`src/pcmot_pkg.sv`:
```
// ----------------------------------------------------------------------------
// pcmot_pkg
// Shared types and constants of the phase current monitor with overcurrent trip
// ----------------------------------------------------------------------------
package pcmot_pkg;

	localparam int RAW_W      = 16;
	localparam int THR_W      = 12;
	localparam int GAIN_W     = 24;
	localparam int WLEN_W     = 16;
	localparam int CFG_W      = 24;
	localparam int CFG_IDX_W  = 2;
	localparam int OUT_W      = 32;
	localparam int RMS_W      = 12;
	localparam int OFS_W      = 14;
	localparam int PEAK_W     = 28;
	localparam int Y_FULL_W   = PEAK_W + 10;
	localparam int PY_SHIFT   = 16;
	localparam int PY_W       = Y_FULL_W - PY_SHIFT;

	// code to millivolts: x*305/2000 as (x*MV_RECIP) >> MV_SHIFT
	localparam int MV_RECIP_W = 23;
	localparam logic [MV_RECIP_W-1:0] MV_RECIP = 23'd5117051;
	localparam int MV_SHIFT   = 25;

	localparam int OFS_MAX    = 8191;
	localparam int OFS_MIN    = -8192;

	// 0.4 in q16
	localparam int PEAK_GAIN_W = 15;
	localparam logic [PEAK_GAIN_W-1:0] PEAK_GAIN = 15'd26214;
	localparam logic [PEAK_W-1:0]      PEAK_MAX  = 28'hFFFFFFF;
	localparam logic [9:0]             Y_SCALE   = 10'd1000;

	// divide by 1414 as (y*RMS_RECIP) >> RMS_SHIFT
	localparam int RMS_RECIP_W = 24;
	localparam logic [RMS_RECIP_W-1:0] RMS_RECIP = 24'd12149837;
	localparam int RMS_SHIFT   = 34;

	localparam logic [RMS_W-1:0]  RMS_LIMIT   = 12'd100;
	localparam logic [THR_W-1:0]  THR_RESET   = 12'd100;
	localparam logic [GAIN_W-1:0] GAIN_RESET  = 24'd67109;
	localparam logic [WLEN_W-1:0] WLEN_RESET  = 16'd400;

	typedef enum logic [CFG_IDX_W-1:0] {
		REG_TRIP_THRESHOLD = 2'd0,
		REG_PER_UNIT_GAIN  = 2'd1,
		REG_WINDOW_LENGTH  = 2'd2
	} cfg_reg_t;

	typedef struct packed {
		logic signed [RAW_W-1:0] sample_a;
		logic signed [RAW_W-1:0] sample_c;
		logic                    motor_running;
	} in_item_t;

	typedef struct packed {
		logic signed [OUT_W-1:0] current_a_pu;
		logic signed [OUT_W-1:0] current_b_pu;
		logic signed [OUT_W-1:0] current_c_pu;
		logic                    window_done;
		logic [RMS_W-1:0]        rms_a;
		logic [RMS_W-1:0]        rms_c;
		logic                    fault;
		logic                    stop_request;
	} out_item_t;

	typedef struct packed {
		logic load;
		logic fire;
	} stage_ctl_t;

endpackage

```
`src/pcmot_window.sv`:
```
// ----------------------------------------------------------------------------
// pcmot_window
// Output saturation, phase b, peak tracking and window counting
// ----------------------------------------------------------------------------
module pcmot_window import pcmot_pkg::*; #(
	parameter int SAMPLE_BITS = 16
) (
	input  logic                    clk,
	input  logic                    arst_n,
	input  stage_ctl_t              ctl,
	input  logic signed [((SAMPLE_BITS-2 > OFS_W) ? SAMPLE_BITS-2 : OFS_W) + GAIN_W + 1:0] pu_a,
	input  logic signed [((SAMPLE_BITS-2 > OFS_W) ? SAMPLE_BITS-2 : OFS_W) + GAIN_W + 1:0] pu_c,
	input  logic [PEAK_W-1:0]       mag_a,
	input  logic [PEAK_W-1:0]       mag_c,
	input  logic [WLEN_W-1:0]       window_length,
	output logic signed [OUT_W-1:0] cur_a_s4,
	output logic signed [OUT_W-1:0] cur_b_s4,
	output logic signed [OUT_W-1:0] cur_c_s4,
	output logic                    done_s4,
	output logic [PY_W-1:0]         peak_a_s4,
	output logic [PY_W-1:0]         peak_c_s4
);
	localparam int MVW = SAMPLE_BITS - 2;
	localparam int EW  = (MVW > OFS_W) ? MVW : OFS_W;
	localparam int PUW = EW + 1 + GAIN_W + 1;
	localparam int BW  = PUW + 1;
	localparam logic signed [BW-1:0] S_MAX = BW'(64'sd2147483647);
	localparam logic signed [BW-1:0] S_MIN = BW'(-64'sd2147483648);

	function automatic logic signed [OUT_W-1:0] sat_out(input logic signed [BW-1:0] v);
		logic signed [BW-1:0] r;
		if (v > S_MAX) begin
			r = S_MAX;
		end else if (v < S_MIN) begin
			r = S_MIN;
		end else begin
			r = v;
		end
		return r[OUT_W-1:0];
	endfunction

	logic signed [BW-1:0]  pu_b;
	logic [Y_FULL_W-1:0]   ya_full;
	logic [Y_FULL_W-1:0]   yc_full;
	logic [PY_W-1:0]       ya;
	logic [PY_W-1:0]       yc;
	logic [PY_W-1:0]       peak_a_q;
	logic [PY_W-1:0]       peak_c_q;
	logic [PY_W-1:0]       max_a;
	logic [PY_W-1:0]       max_c;
	logic [WLEN_W-1:0]     cnt_q;
	logic [WLEN_W-1:0]     cnt_next;
	logic                  close;

	// peaks are held scaled by 1000/65536, ready for the divide by 1414
	always_comb begin
		pu_b     = -BW'(pu_a) - BW'(pu_c);
		ya_full  = Y_FULL_W'(mag_a) * Y_FULL_W'(Y_SCALE);
		yc_full  = Y_FULL_W'(mag_c) * Y_FULL_W'(Y_SCALE);
		ya       = ya_full[PY_SHIFT +: PY_W];
		yc       = yc_full[PY_SHIFT +: PY_W];
		max_a    = (ya > peak_a_q) ? ya : peak_a_q;
		max_c    = (yc > peak_c_q) ? yc : peak_c_q;
		cnt_next = cnt_q + 1'b1;
		close    = (cnt_next >= window_length);
	end

	always_ff @(posedge clk or negedge arst_n) begin
		if (!arst_n) begin
			cnt_q    <= '0;
			peak_a_q <= '0;
			peak_c_q <= '0;
		end else if (ctl.fire) begin
			cnt_q    <= close ? '0 : cnt_next;
			peak_a_q <= close ? '0 : max_a;
			peak_c_q <= close ? '0 : max_c;
		end
	end

	always_ff @(posedge clk) begin
		if (ctl.load) begin
			cur_a_s4  <= sat_out(BW'(pu_a));
			cur_b_s4  <= sat_out(pu_b);
			cur_c_s4  <= sat_out(BW'(pu_c));
			done_s4   <= close;
			peak_a_s4 <= max_a;
			peak_c_s4 <= max_c;
		end
	end
endmodule

```
`config.mk`:
```
export PLATFORM = sky130hd
export DESIGN_NAME = pcmot_window
export DESIGN_NICKNAME = d
export VERILOG_FILES = /design/src/pcmot_pkg.sv /design/src/pcmot_window.sv
export SDC_FILE = /design/constraint.sdc
export NUM_CORES = 1
export LEC_CHECK = 0
export BUFFER_PORTS_ARGS = -buffer_cell sky130_fd_sc_hd__buf_4
export CELL_PAD_IN_SITES_DETAIL_PLACEMENT = 1
export CELL_PAD_IN_SITES_GLOBAL_PLACEMENT = 1
export CORE_UTILIZATION = 30
export DETAILED_ROUTE_END_ITERATION = 10
export MAX_ROUTING_LAYER = met4
export PLACE_DENSITY_LB_ADDON = 0.1
export RECOVER_POWER = 50
export REMOVE_ABC_BUFFERS = 1
export SLEW_MARGIN = 20
export SYNTH_ARGS = -nofsm -noshare
export SYNTH_HDL_FRONTEND = slang
export SYNTH_SLANG_ARGS = --single-unit
```
`constraint.sdc`:
```
create_clock -name clk -period 4.92 [get_ports clk]
set_input_delay 0.246 -clock clk [delete_from_list [all_inputs] [get_ports clk]]
set_output_delay 0.246 -clock clk [all_outputs]
set_load 0.05 [all_outputs]
```
-- Word level (Yosys, flattened, before mapping)
Index checks and enable logic that the tools add are counted.
- add/subtract/negate cells: 3
- multiply operators: 2
- order comparisons: 9
- multiplexer cells: 8
- operator list (operator ; number):
    two-way mux 32 bit ; 3
    two-way mux 22 bit ; 4
    greater-than comparator 40 x 32 -> 1 bit, second input constant ; 2
    < comparator 40 x 32 -> 1 bit, second input constant ; 2
    multiplier 28 x 7 -> 35 bit, second input constant ; 2
    greater-than comparator 22 bit ; 2
    greater-than comparator 41 x 32 -> 1 bit, second input constant ; 1
    < comparator 41 x 32 -> 1 bit, second input constant ; 1
    negator 40 -> 41 bit ; 1
    subtractor 41 x 40 -> 41 bit ; 1
    adder 16 x 1 -> 16 bit, second input constant ; 1
    greater-or-equal comparator 16 bit ; 1
    two-way mux 16 bit ; 1
- register bits after elaboration: 201
- bits of input ports: 156
- output and inout bits: 141
- word-level logic and storage cells: 31

-- Depth between registers and ports, before layout
Gate-level depths: netlist (run 1).
- word-level depth: 4
- gate-level depth with buffers: 28
- mapped depth without buffers: 27

-- Worst setup path before layout (run 1)
OpenSTA, ideal clock, no wires.
- kind: input to register
- from: input port mag_a[11]
- to: register peak_a_s4[10], data pin
- setup time: 260 ps
- arrival time: 6669 ps
- required time: 4660 ps
- path slack: -2009 ps
- cell stages on the path: 24
- path buffers: 1
- cells stage by stage: inv_1 fa_1 fa_1 fa_1 fa_1 inv_1 ha_1 a21o_1 a21o_1 a21o_1 a31o_2 nor4_1 o21bai_1 a2111oi_0 nor3_1 xor2_1 ha_1 a21o_1 a21o_1 a21oi_1 o21ai_0 o21ai_1 clkbuf_1 mux2_2
- cells in the longest elaborated chain, start to end: 3
- RTL lines (what ; line ; source):
    from (decl) ; pcmot_window.sv:13 ; input logic [PEAK_W-1:0] mag_a,
    multiplier 28 x 7 -> 35 bit (*) ; pcmot_window.sv:58 ; ya_full = Y_FULL_W'(mag_a) * Y_FULL_W'(Y_SCALE);
    greater-than comparator 22 bit ; pcmot_window.sv:62 ; max_a = (ya > peak_a_q) ? ya : peak_a_q;
    two-way mux 22 bit (*) ; pcmot_window.sv:62 ;
    net max_a[10] ; pcmot_window.sv:49 ; logic [PY_W-1:0] max_a;
    to (signal assigned) ; pcmot_window.sv:86 ; peak_a_s4 <= max_a;
    to (decl) ; pcmot_window.sv:20 ; output logic [PY_W-1:0] peak_a_s4,
The timed path passes the listed nets; every way through them passes the cells marked *.
A chain may end at the register's enable or synchronous reset.

-- Worst setup path in the final report (run 1)
- from: input port mag_c[16]
- to: register peak_c_q[1]
- cells in the longest elaborated chain, start to end: 4
- RTL lines (what ; line ; source):
    from (decl) ; pcmot_window.sv:14 ; input logic [PEAK_W-1:0] mag_c,
    multiplier 28 x 7 -> 35 bit ; pcmot_window.sv:59 ; yc_full = Y_FULL_W'(mag_c) * Y_FULL_W'(Y_SCALE);
    greater-than comparator 22 bit ; pcmot_window.sv:63 ; max_c = (yc > peak_c_q) ? yc : peak_c_q;
    two-way mux 22 bit ; pcmot_window.sv:63 ;
    net max_c[1] ; pcmot_window.sv:50 ; logic [PY_W-1:0] max_c;
    two-way mux 22 bit ; pcmot_window.sv:76 ; peak_c_q <= close ? '0 : max_c;
    to (signal assigned) ; pcmot_window.sv:76 ;
    to (decl) ; pcmot_window.sv:48 ; logic [PY_W-1:0] peak_c_q;
The timed path passes the listed nets, and every way through them passes these cells.

==> flow_metrics.env, run 1 <==
export IMPL_run_status="complete, but fails checks"
export IMPL_violations="max-capacitance violations, max-slew violations, negative setup slack"
export IMPL_power_share_combinational=0.780
export IMPL_tightest_slew_ps=4620
export IMPL_fin_nets=3379
export IMPL_num_vias=17300
export IMPL_p_int_mw=13.2
export IMPL_wl_um=64300
export IMPL_numPlacedInstances=3533
export IMPL_ir_worst_vdd_v=0.000426
export IMPL_cts_path_max_buffers=3
export IMPL_wl_per_cell_um=17.5
export IMPL_vias_per_cell=4.70
export IMPL_switching_share=0.431
export IMPL_cts_tree="done"
export IMPL_p_leak_nw=14.5
export IMPL_cts_made_buffers=26
export IMPL_n_fill_cell=7760
export IMPL_async_flop_share=0.299
export IMPL_drive_gt1_frac=0.311
export IMPL_slew_limit_headroom=-2.08
export IMPL_row_count=96
export IMPL_grtUsageTotal=0.189
export IMPL_die_h_um=267
export IMPL_cp_start_kind="input pin"
export IMPL_place_gp_congestion=0.840
export IMPL_postSynthAreaPerCell_sq_um=10.3
export IMPL_min_period_over_period=1.27
export IMPL_p_sw_mw=10.0
export IMPL_r2r_start="cnt_q[0]"
export IMPL_drt_iter0_markers=538
export IMPL_fin_crit_ps=6270
export IMPL_hold_class="input pin to register"
export IMPL_clock_sinks=201
export IMPL_hold_depth=2
export IMPL_power_mw=23.3
export IMPL_post_dp_hpwl_um=52100
export IMPL_timing_rr_end="cnt_q[2]"
export IMPL_r2r_cells=14
export IMPL_design_core_area_sq_um=69100
export IMPL_ys_warn_count=0
export IMPL_r2r_slack_ps=530
export IMPL_htree_levels=1
export IMPL_p_clk_frac=0.094
export IMPL_worstSetupPathType="input pin to register"
export IMPL_cts_root_buf="clkbuf_16"
export IMPL_grt_pass1_vias=19600
export IMPL_cp_data_arrival_time_ps=6690
export IMPL_clkTransAtPathRegs_ps=60
export IMPL_cp_required_ps=5340
export IMPL_clk_insertion_delay_late_ps=550
export IMPL_start_util=0.305
export IMPL_endpoint_kind="register"
export IMPL_syn_cell_area_sq_um=21100
export IMPL_grt_max_degree=75
export IMPL_synthCells=2054
export IMPL_setup_tns_ps=-99340
export IMPL_drc=0
export IMPL_die_w_um=267
export IMPL_hold_viol=0
export IMPL_setup_slack_ps=-1350
export IMPL_p_seq_frac=0.126
export IMPL_synth_seq_area_share=0.272
export IMPL_min_from="pu_a[13]"
export IMPL_antenna_left=0
export IMPL_pin_count=297
export IMPL_crit_fanout=6
export IMPL_hold_path_end="cur_a_s4[13]"
export IMPL_antenna_found_initial=1
export IMPL_synth_seq_cells=201
export IMPL_grt_overflow_total=0
export IMPL_synth_edff_count=141
export IMPL_io_buffers=296
export IMPL_max_freq_ghz=0.160
export IMPL_synthFlopType="edfxtp_1"
export IMPL_clock_skew_final_ps=12.2
export IMPL_grt_pass1_wl_um=104000
export IMPL_rsz0062_at_grt="yes"
export IMPL_synth_distinct_cells=80
export IMPL_drt_pass1_iterations=5
export IMPL_dieArea_sq_um=71400
export IMPL_maxCapViolations=4
export IMPL_cellPowerDensity_nw_per_um2=792
export IMPL_slew_violations=160
export IMPL_area_growth_pct=39.3
export IMPL_stdcell_count=3683
export IMPL_setup_viol=88
==> stage by stage <==
step / util / area, sq um / hold WS [ps] / worst slack (ps)
6_report: 0.425 / 29400 / 33.3 / -1350
5_1_grt: 0.425 / 29400 / 30.3 / -1590
4_1_cts: 0.423 / 29200 / 4.26 / -1290
3_5_place_dp: 0.385 / 26600 / 425 / -2580
3_3_place_gp: 0.385 / 26600 / 422 / -2370
2_1_floorplan: - / 20900 / -49.6 / -2840
==> state kept, by name, indices dropped and copies added, names as in the netlist <==
| name | count |
|---|---|
| cur_a_s4 | 32 |
| cur_c_s4 | 32 |
| done_s4 | 1 |
| cnt_q | 16 |
| peak_c_q | 22 |
| peak_a_q | 22 |
| peak_c_s4 | 22 |
| peak_a_s4 | 22 |
| cur_b_s4 | 32 |
==> worst max-delay path, cell delays in order <==
cell	delay, ps
buf_4	100
clkinvlp_4	150
fa_1	530
fa_1	440
fa_1	490
fa_1	580
inv_2	50
ha_4	230
o211a_1	220
o21a_1	130
a311oi_2	290
o21ai_2	120
a31oi_4	220
o22ai_2	120
o41a_1	370
a221oi_2	290
xnor2_1	140
ha_1	310
nand4_1	150
or4_4	560
nor3_4	240
a21oi_4	100
buf_12	170
mux2_4	310
nand3_2	80
o21ai_2	50
==> final cells by class <==
class,count,area [sq um],share of cell area
tap,931,1160,0.0397
sequential,201,5740,0.195
clock buffer,29,683,0.0233
clock inverter,18,279,0.00950
multi-input combinational,1365,14200,0.483
inverter,443,1720,0.0584
antenna,1,2.50,0.0000852
timing repair buffer,695,5610,0.191
==> timing repair <==
| action | in CTS | in global routing |
|---|---|---|
| buffers inserted | 33 | 5 |
| gates cloned | 6 | 0 |
| hold buffers | 63 | 0 |
| hold endpoints to repair | 122 | 0 |
| pin swaps | 77 | 36 |
| setup endpoints to repair | 88 | 96 |
| gates resized for setup | 169 | 61 |
==> cell usage after synthesis, types with 3 or more instances <==
cell,number,area share
o22ai_1,4,0.0012
and4_1,6,0.0025
nor4_1,7,0.0021
o21ai_2,10,0.0042
nor2b_1,18,0.0053
o21bai_1,9,0.0032
xor2_1,42,0.017
nand3_1,41,0.0097
a41oi_1,3,0.0012
o31ai_1,7,0.0025
edfxtp_1,141,0.20
and2_1,9,0.0027
o311ai_0,3,0.0012
or2_0,3,0.00089
and3_1,19,0.0056
nand2b_1,10,0.0030
mux2i_1,5,0.0024
dfrtp_1,60,0.071
nor2_1,44,0.0078
nand4_1,21,0.0062
a22o_1,33,0.014
clkbuf_1,39,0.0069
nor3_1,18,0.0043
o21ai_0,96,0.023
o21ai_1,5,0.0012
a221oi_1,3,0.0012
or2_2,7,0.0021
o211ai_1,8,0.0028
a211oi_1,8,0.0028
inv_1,443,0.079
o21a_1,12,0.0043
a21oi_1,95,0.023
fa_1,203,0.19
mux2_2,33,0.018
ha_1,288,0.17
nand2_1,61,0.011
a21o_1,125,0.044
xnor2_1,45,0.019
or3_1,7,0.0021
a31oi_1,8,0.0024
o2111ai_1,4,0.0017
==> layout by cell type (no fill, tap or decap), drive strengths merged, types with 61 or more instances in the layout <==
| master | count |
|---|---|
| a21oi | 96 |
| a21o | 125 |
| buf | 620 |
| ha | 288 |
| fa | 203 |
| edfxtp | 141 |
| inv | 434 |
| o21ai | 111 |
| nand2 | 61 |
| dlygate4sd3 | 63 |
==> metal layers <==
metal  vias to the layer above  part of all wire  global-route usage
met5                         -                 0                   -
met4                         0             0.023              0.0478
met3                        76             0.035              0.0241
met2                       223              0.52               0.338
met1                      8659              0.42               0.222
li1                       8345                 -                   -
==> worst max-delay path by stage <==
stage	start	to	slack [ps]	cells after the start
after floorplan	mag_a[11]	peak_a_q[21]	-2840	25
after global placement	mag_a[7]	peak_a_q[2]	-2370	28
after detailed placement	mag_a[7]	peak_a_q[5]	-2580	28
after CTS	mag_c[13]	peak_c_q[1]	-1290	26
after global routing	mag_c[2]	peak_c_q[7]	-1590	30
final	mag_c[16]	peak_c_q[1]	-1350	26
==> cell families (layout without fill, tap and decap cells) <==
family / count (synthesis) / in the layout / share of synthesized area
muxes: 38 / 38 / 0.0200
DFF: 201 / 201 / 0.272
xor gates and xnor gates: 87 / 87 / 0.0361
other: 0 / 1 / 0
adders and majority gates: 491 / 491 / 0.364
buffers and inverters: 488 / 1185 / 0.0879
and+or+nand+nor: 280 / 280 / 0.0688
AOI/OAI and AO/OA: 469 / 469 / 0.152
==> power by group through the flow <==
| stage | clock network [mW] | logic, mW | registers (mW) |
|---|---|---|---|
| finish | 2.18 | 18.1 | 2.93 |
| CTS | 2.25 | 18.2 | 2.94 |
| global placement | 0 | 15.2 | 2.95 |
| global route | 2.31 | 20.0 | 2.99 |
| detailed placement | 0 | 15.6 | 2.95 |
| floorplan | 0 | 7.99 | 3.89 |
(Power assumes the default switching activity.)
==> run 2: changes to the inputs <==
- SETUP_SLACK_MARGIN: default -> 0.05
- SKIP_CTS_REPAIR_TIMING: default -> 1
==> flow_metrics.env, run 2 (same netlist as run 1, synthesis figures left out) <==
export IMPL_cpMaxStageDelayCell="fa_1"
export IMPL_endpoint_kind="register"
export IMPL_num_vias=17300
export IMPL_rsz0062_at_grt="yes"
export IMPL_slew_violations=160
export IMPL_cts_root_buf="clkbuf_16"
export IMPL_hold_class="input pin to register"
export IMPL_setup_tns_ps=-99280
export IMPL_grt_max_degree=75
export IMPL_start_util=0.305
export IMPL_grt_overflow_total=0
export IMPL_dieArea_sq_um=71400
export IMPL_tightest_slew_ps=4650
export IMPL_antenna_found_initial=1
export IMPL_p_int_mw=13.0
export IMPL_cts_made_buffers=26
export IMPL_cts_path_max_buffers=3
export IMPL_drive_gt1_frac=0.311
export IMPL_htree_levels=1
export IMPL_clock_skew_final_ps=13.2
export IMPL_power_share_combinational=0.777
export IMPL_maxCapViolations=4
export IMPL_wl_per_cell_um=17.4
export IMPL_r2r_start="cnt_q[0]"
export IMPL_row_count=96
export IMPL_final_cell_mix="buf_4 (592), inv_1 (413), ha_1 (274)"
export IMPL_r2r_slack_ps=530
export IMPL_cp_depth=26
export IMPL_slew_limit_headroom=-2.10
export IMPL_setup_viol=88
export IMPL_critPathMostFrequentCell="fa_1"
export IMPL_area_growth_pct=39.2
export IMPL_die_h_um=267
export IMPL_n_fill_cell=7773
export IMPL_cp_top_family="adder cells"
export IMPL_cts_tree="done"
export IMPL_design_core_area_sq_um=69100
export IMPL_place_gp_congestion=0.840
export IMPL_crit_buf_inv=5
export IMPL_clk_insertion_delay_late_ps=550
export IMPL_drt_iter0_markers=635
export IMPL_io_buffers=296
export IMPL_drc=0
export IMPL_whs_ps=34.4
export IMPL_startpoint="mag_c[9]"
export IMPL_grtUsageTotal=0.183
export IMPL_crit_end="peak_c_q[1]"
export IMPL_antenna_left=0
export IMPL_grt_pass1_vias=18900
export IMPL_p_leak_nw=14.5
export IMPL_hold_viol=0
export IMPL_cp_required_ps=5340
export IMPL_ir_worst_vdd_v=0.000463
export IMPL_min_period_over_period=1.26
export IMPL_drt_pass1_iterations=4
export IMPL_cp_data_arrival_time_ps=6610
export IMPL_p_seq_frac=0.128
export IMPL_switching_share=0.433
export IMPL_post_dp_hpwl_um=52100
export IMPL_fin_nets=3379
export IMPL_cellPowerDensity_nw_per_um2=781
export IMPL_power_mw=22.9
export IMPL_vias_per_cell=4.69
export IMPL_reg_top3="cur_a_s4 x32, cur_b_s4 x32, cur_c_s4 x32"
export IMPL_fin_crit_ps=6190
export IMPL_clock_sinks=201
export IMPL_min_from="pu_a[13]"
export IMPL_worstSetupPathType="input pin to register"
export IMPL_grt_pass1_wl_um=101000
export IMPL_max_freq_ghz=0.161
export IMPL_final_common_cell="buf_4"
export IMPL_clkTransAtPathRegs_ps=60
export IMPL_crit_fanout=7
export IMPL_slowest_delay_ps=590
export IMPL_p_clk_frac=0.095
export IMPL_run_status="complete, but fails checks"
export IMPL_setup_slack_ps=-1270
export IMPL_p_sw_mw=9.92
export IMPL_timing_rr_end="cnt_q[2]"
export IMPL_wl_um=64100
export IMPL_r2r_cells=14
export IMPL_pin_count=297
export IMPL_violations="max-capacitance violations, max-slew violations, negative setup slack"
export IMPL_cp_start_kind="input pin"
export IMPL_die_w_um=267
==> run 2: changes by cell type in the layout (fill, tap and decap cells not counted), sizes merged <==
cell,change
bufbuf,-1
clkinvlp,+5
inv,-5
clkbuf,+1
==> run 2: routing by layer <==
layer	vias to the layer above	GRT usage	wire, um
met5	-	-	0
met4	0	0.0444	1230
met3	61	0.0221	2200
met2	234	0.323	33200
met1	8632	0.220	27500
li1	8335	-	-
==> run 2: layout make-up <==
| class | instances | area, sq um | share of cell area |
|---|---|---|---|
| antenna | 1 | 2.50 | 0.0000852 |
| tap | 931 | 1160 | 0.0397 |
| sequential | 201 | 5740 | 0.195 |
| clock buffer | 29 | 683 | 0.0233 |
| timing repair buffer | 695 | 5580 | 0.190 |
| clock inverter | 18 | 279 | 0.00950 |
| inverter | 443 | 1730 | 0.0589 |
| multi-input combinational | 1365 | 14200 | 0.483 |
==> run 2: worst reg2reg max path, delay by kind of cell, from the launching register on <==
| family | cells | cell delay [ps] |
|---|---|---|
| simple gates | 6 | 1490 |
| compound gates | 4 | 1400 |
| fa+ha+maj | 2 | 500 |
| flops | 1 | 460 |
| buf+inv | 1 | 260 |
| xor+xnor | 1 | 190 |
==> run 2: power groups by stage <==
| stage | clock network [mW] | logic [mW] | registers [mW] |
|---|---|---|---|
| 4_1_cts | 2.25 | 15.7 | 2.93 |
| 2_1_floorplan | 0 | 7.99 | 3.89 |
| 5_1_grt | 2.31 | 19.7 | 2.99 |
| 3_5_place_dp | 0 | 15.6 | 2.95 |
| 3_3_place_gp | 0 | 15.2 | 2.95 |
| 6_report | 2.18 | 17.8 | 2.93 |
==> run 2: worst min path at each step <==
stage,end,slack (ps),cells after the start
after floorplan,cnt_q[0],-50,0
after detailed placement,cnt_q[1],420,1
after global routing,cur_a_s4[12],30,2
after CTS,cnt_q[1],-180,1
final,cur_a_s4[13],30,2
after global placement,cnt_q[1],420,1
==> run 2: stage by stage <==
| stage | cells | setup slack [ps] | util | instance area, sq um |
|---|---|---|---|---|
| finish | 3683 | -1270 | 0.425 | 29400 |
| CTS | 3580 | -1980 | 0.399 | 27600 |
| floorplan | 2009 | -2840 | - | 20900 |
| global route | 3683 | -1510 | 0.425 | 29400 |
| global placement | 3532 | -2370 | 0.385 | 26600 |
| detailed placement | 3533 | -2580 | 0.385 | 26600 |
==> run 3: changes to the inputs <==
- clock period: 4.92 -> 6.7 ns (I/O delays scaled with it)
==> flow_metrics.env, run 3 (same netlist as run 1, synthesis figures left out) <==
export IMPL_hold_depth=2
export IMPL_cp_depth=29
export IMPL_route_met2_wl_um=31100
export IMPL_antenna_left=0
export IMPL_clock_skew_final_ps=13.4
export IMPL_worstSetupPathType="input pin to register"
export IMPL_cts_made_buffers=25
export IMPL_htree_levels=1
export IMPL_clk_insertion_delay_late_ps=540
export IMPL_final_util=0.388
export IMPL_post_dp_hpwl_um=50800
export IMPL_place_area_sq_um=25900
export IMPL_startpoint="mag_a[8]"
export IMPL_dp_slack_ps=-890
export IMPL_cp_start_kind="input pin"
export IMPL_grt_overflow_total=0
export IMPL_hold_viol=0
export IMPL_cts_tree="done"
export IMPL_row_count=96
export IMPL_drt_pass1_iterations=4
export IMPL_drc=0
export IMPL_numPlacedInstances=3435
export IMPL_run_status="complete, but fails checks"
export IMPL_p_clk_frac=0.095
export IMPL_wl_per_cell_um=17.5
export IMPL_wl_um=61400
export IMPL_top_layer_used="met4"
export IMPL_switching_share=0.461
export IMPL_drt_iter0_markers=570
export IMPL_die_w_um=267
export IMPL_pin_count=297
export IMPL_start_util=0.305
export IMPL_final_common_cell="inv_1"
export IMPL_antenna_found_initial=0
export IMPL_maxCapViolations=3
export IMPL_slowest_delay_ps=520
export IMPL_violations="max-capacitance violations, max-slew violations"
export IMPL_place_gp_congestion=0.842
export IMPL_power_share_combinational=0.757
export IMPL_cpMaxStageDelayCell="fa_1"
export IMPL_grt_max_degree=74
export IMPL_r2r_cells=14
export IMPL_cp_top_family="adder cells"
export IMPL_slew_violations=163
export IMPL_max_freq_ghz=0.156
export IMPL_cp_data_arrival_time_ps=6900
export IMPL_area_growth_pct=27.0
export IMPL_final_cell_mix="inv_1 (426), buf_4 (401), ha_1 (281)"
export IMPL_stdcell_count=3504
export IMPL_reg_top3="cur_a_s4 x32, cur_b_s4 x32, cur_c_s4 x32"
export IMPL_cp_required_ps=7170
export IMPL_min_from="pu_a[8]"
export IMPL_dieArea_sq_um=71400
export IMPL_fin_crit_ps=6420
export IMPL_clkTransAtPathRegs_ps=60
export IMPL_p_seq_frac=0.148
export IMPL_whs_ps=75.0
export IMPL_layout_cell_area_non_filler_sq_um=26800
export IMPL_setup_slack_ps=277
export IMPL_die_h_um=267
export IMPL_n_fill_cell=7901
export IMPL_setup_tns_ps=0
export IMPL_setup_viol=0
export IMPL_grtUsageTotal=0.177
export IMPL_grt_pass1_vias=18100
export IMPL_ir_worst_vdd_v=0.000267
export IMPL_min_period_over_period=0.959
export IMPL_design_core_area_sq_um=69100
export IMPL_cellPowerDensity_nw_per_um2=539
export IMPL_cts_path_max_buffers=3
export IMPL_crit_buf_inv=7
export IMPL_drt_met1_wl_um=26600
export IMPL_cts_root_buf="clkbuf_16"
export IMPL_num_vias=16500
export IMPL_clock_sinks=201
export IMPL_endpoint_kind="register"
export IMPL_p_sw_mw=6.65
export IMPL_crit_fanout=9
export IMPL_slew_limit_headroom=-2.11
export IMPL_p_leak_nw=13.1
export IMPL_tightest_slew_ps=4670
export IMPL_hold_class="input pin to register"
export IMPL_drive_gt1_frac=0.223
export IMPL_power_mw=14.4
export IMPL_io_buffers=296
export IMPL_fin_nets=3202
export IMPL_r2r_start="cnt_q[0]"
export IMPL_vias_per_cell=4.70
export IMPL_p_int_mw=7.78
export IMPL_diodes=0
export IMPL_wl_met3_um=2440
export IMPL_grt_pass1_wl_um=97400
[run 3: changes by cell type in the layout (fill, tap and decap cells not counted), moves of 13 or more]
cell,previous run,this run
clkbuf_1,10,110
inv_1,413,426
mux2_2,12,31
buf_4,592,401
mux2_4,21,2
dlygate4sd3_1,63,2
[run 3: path summary, 6_finish.rpt]
check	end	slack, ps
setup / recovery	peak_a_q[4]	280
hold / removal	cur_a_s4[8]	70
setup reg to reg	cnt_q[2]	1840
hold reg to reg	peak_c_q[15]	510
max in group asynchronous	peak_a_q[20]	2960
min in group asynchronous	cnt_q[1]	1640
[run 3: layer usage]
layer / vias to the layer above / track usage
met5: - / -
met4: 0 / 0.0427
li1: 7977 / -
met3: 67 / 0.0275
met2: 199 / 0.310
met1: 8214 / 0.211
[run 3: area by class of cell]
class	instances	area, sq um	share of cell area
Tap cell	931	1160	0.0435
Multi-Input combinational cell	1365	13800	0.516
Inverter	443	1700	0.0636
Clock inverter	16	163	0.00607
Clock buffer	29	641	0.0239
Timing Repair Buffer	519	3550	0.133
Sequential cell	201	5740	0.214
[run 3: power groups by stage]
stage | Sequential, mW | Clock [mW] | Combinational (mW)
finish | 2.13 | 1.37 | 10.9
global route | 2.18 | 1.45 | 12.2
CTS | 2.14 | 1.42 | 10.6
detailed placement | 2.15 | 0 | 10.5
global placement | 2.16 | 0 | 10.3
floorplan | 2.86 | 0 | 5.87
[run 3: worst register-to-register path: stages, from the launching register on]
cell and delay, ps:
dfrtp_1 460, ha_1 280, and3_1 220, and3_1 230, and3_1 290, xor2_1 190, ha_1 210, or3_1 370
o221a_2 290, o41ai_1 410, o21a_1 460, buf_4 250, and2_0 810, nand2_1 100, o21ai_0 200
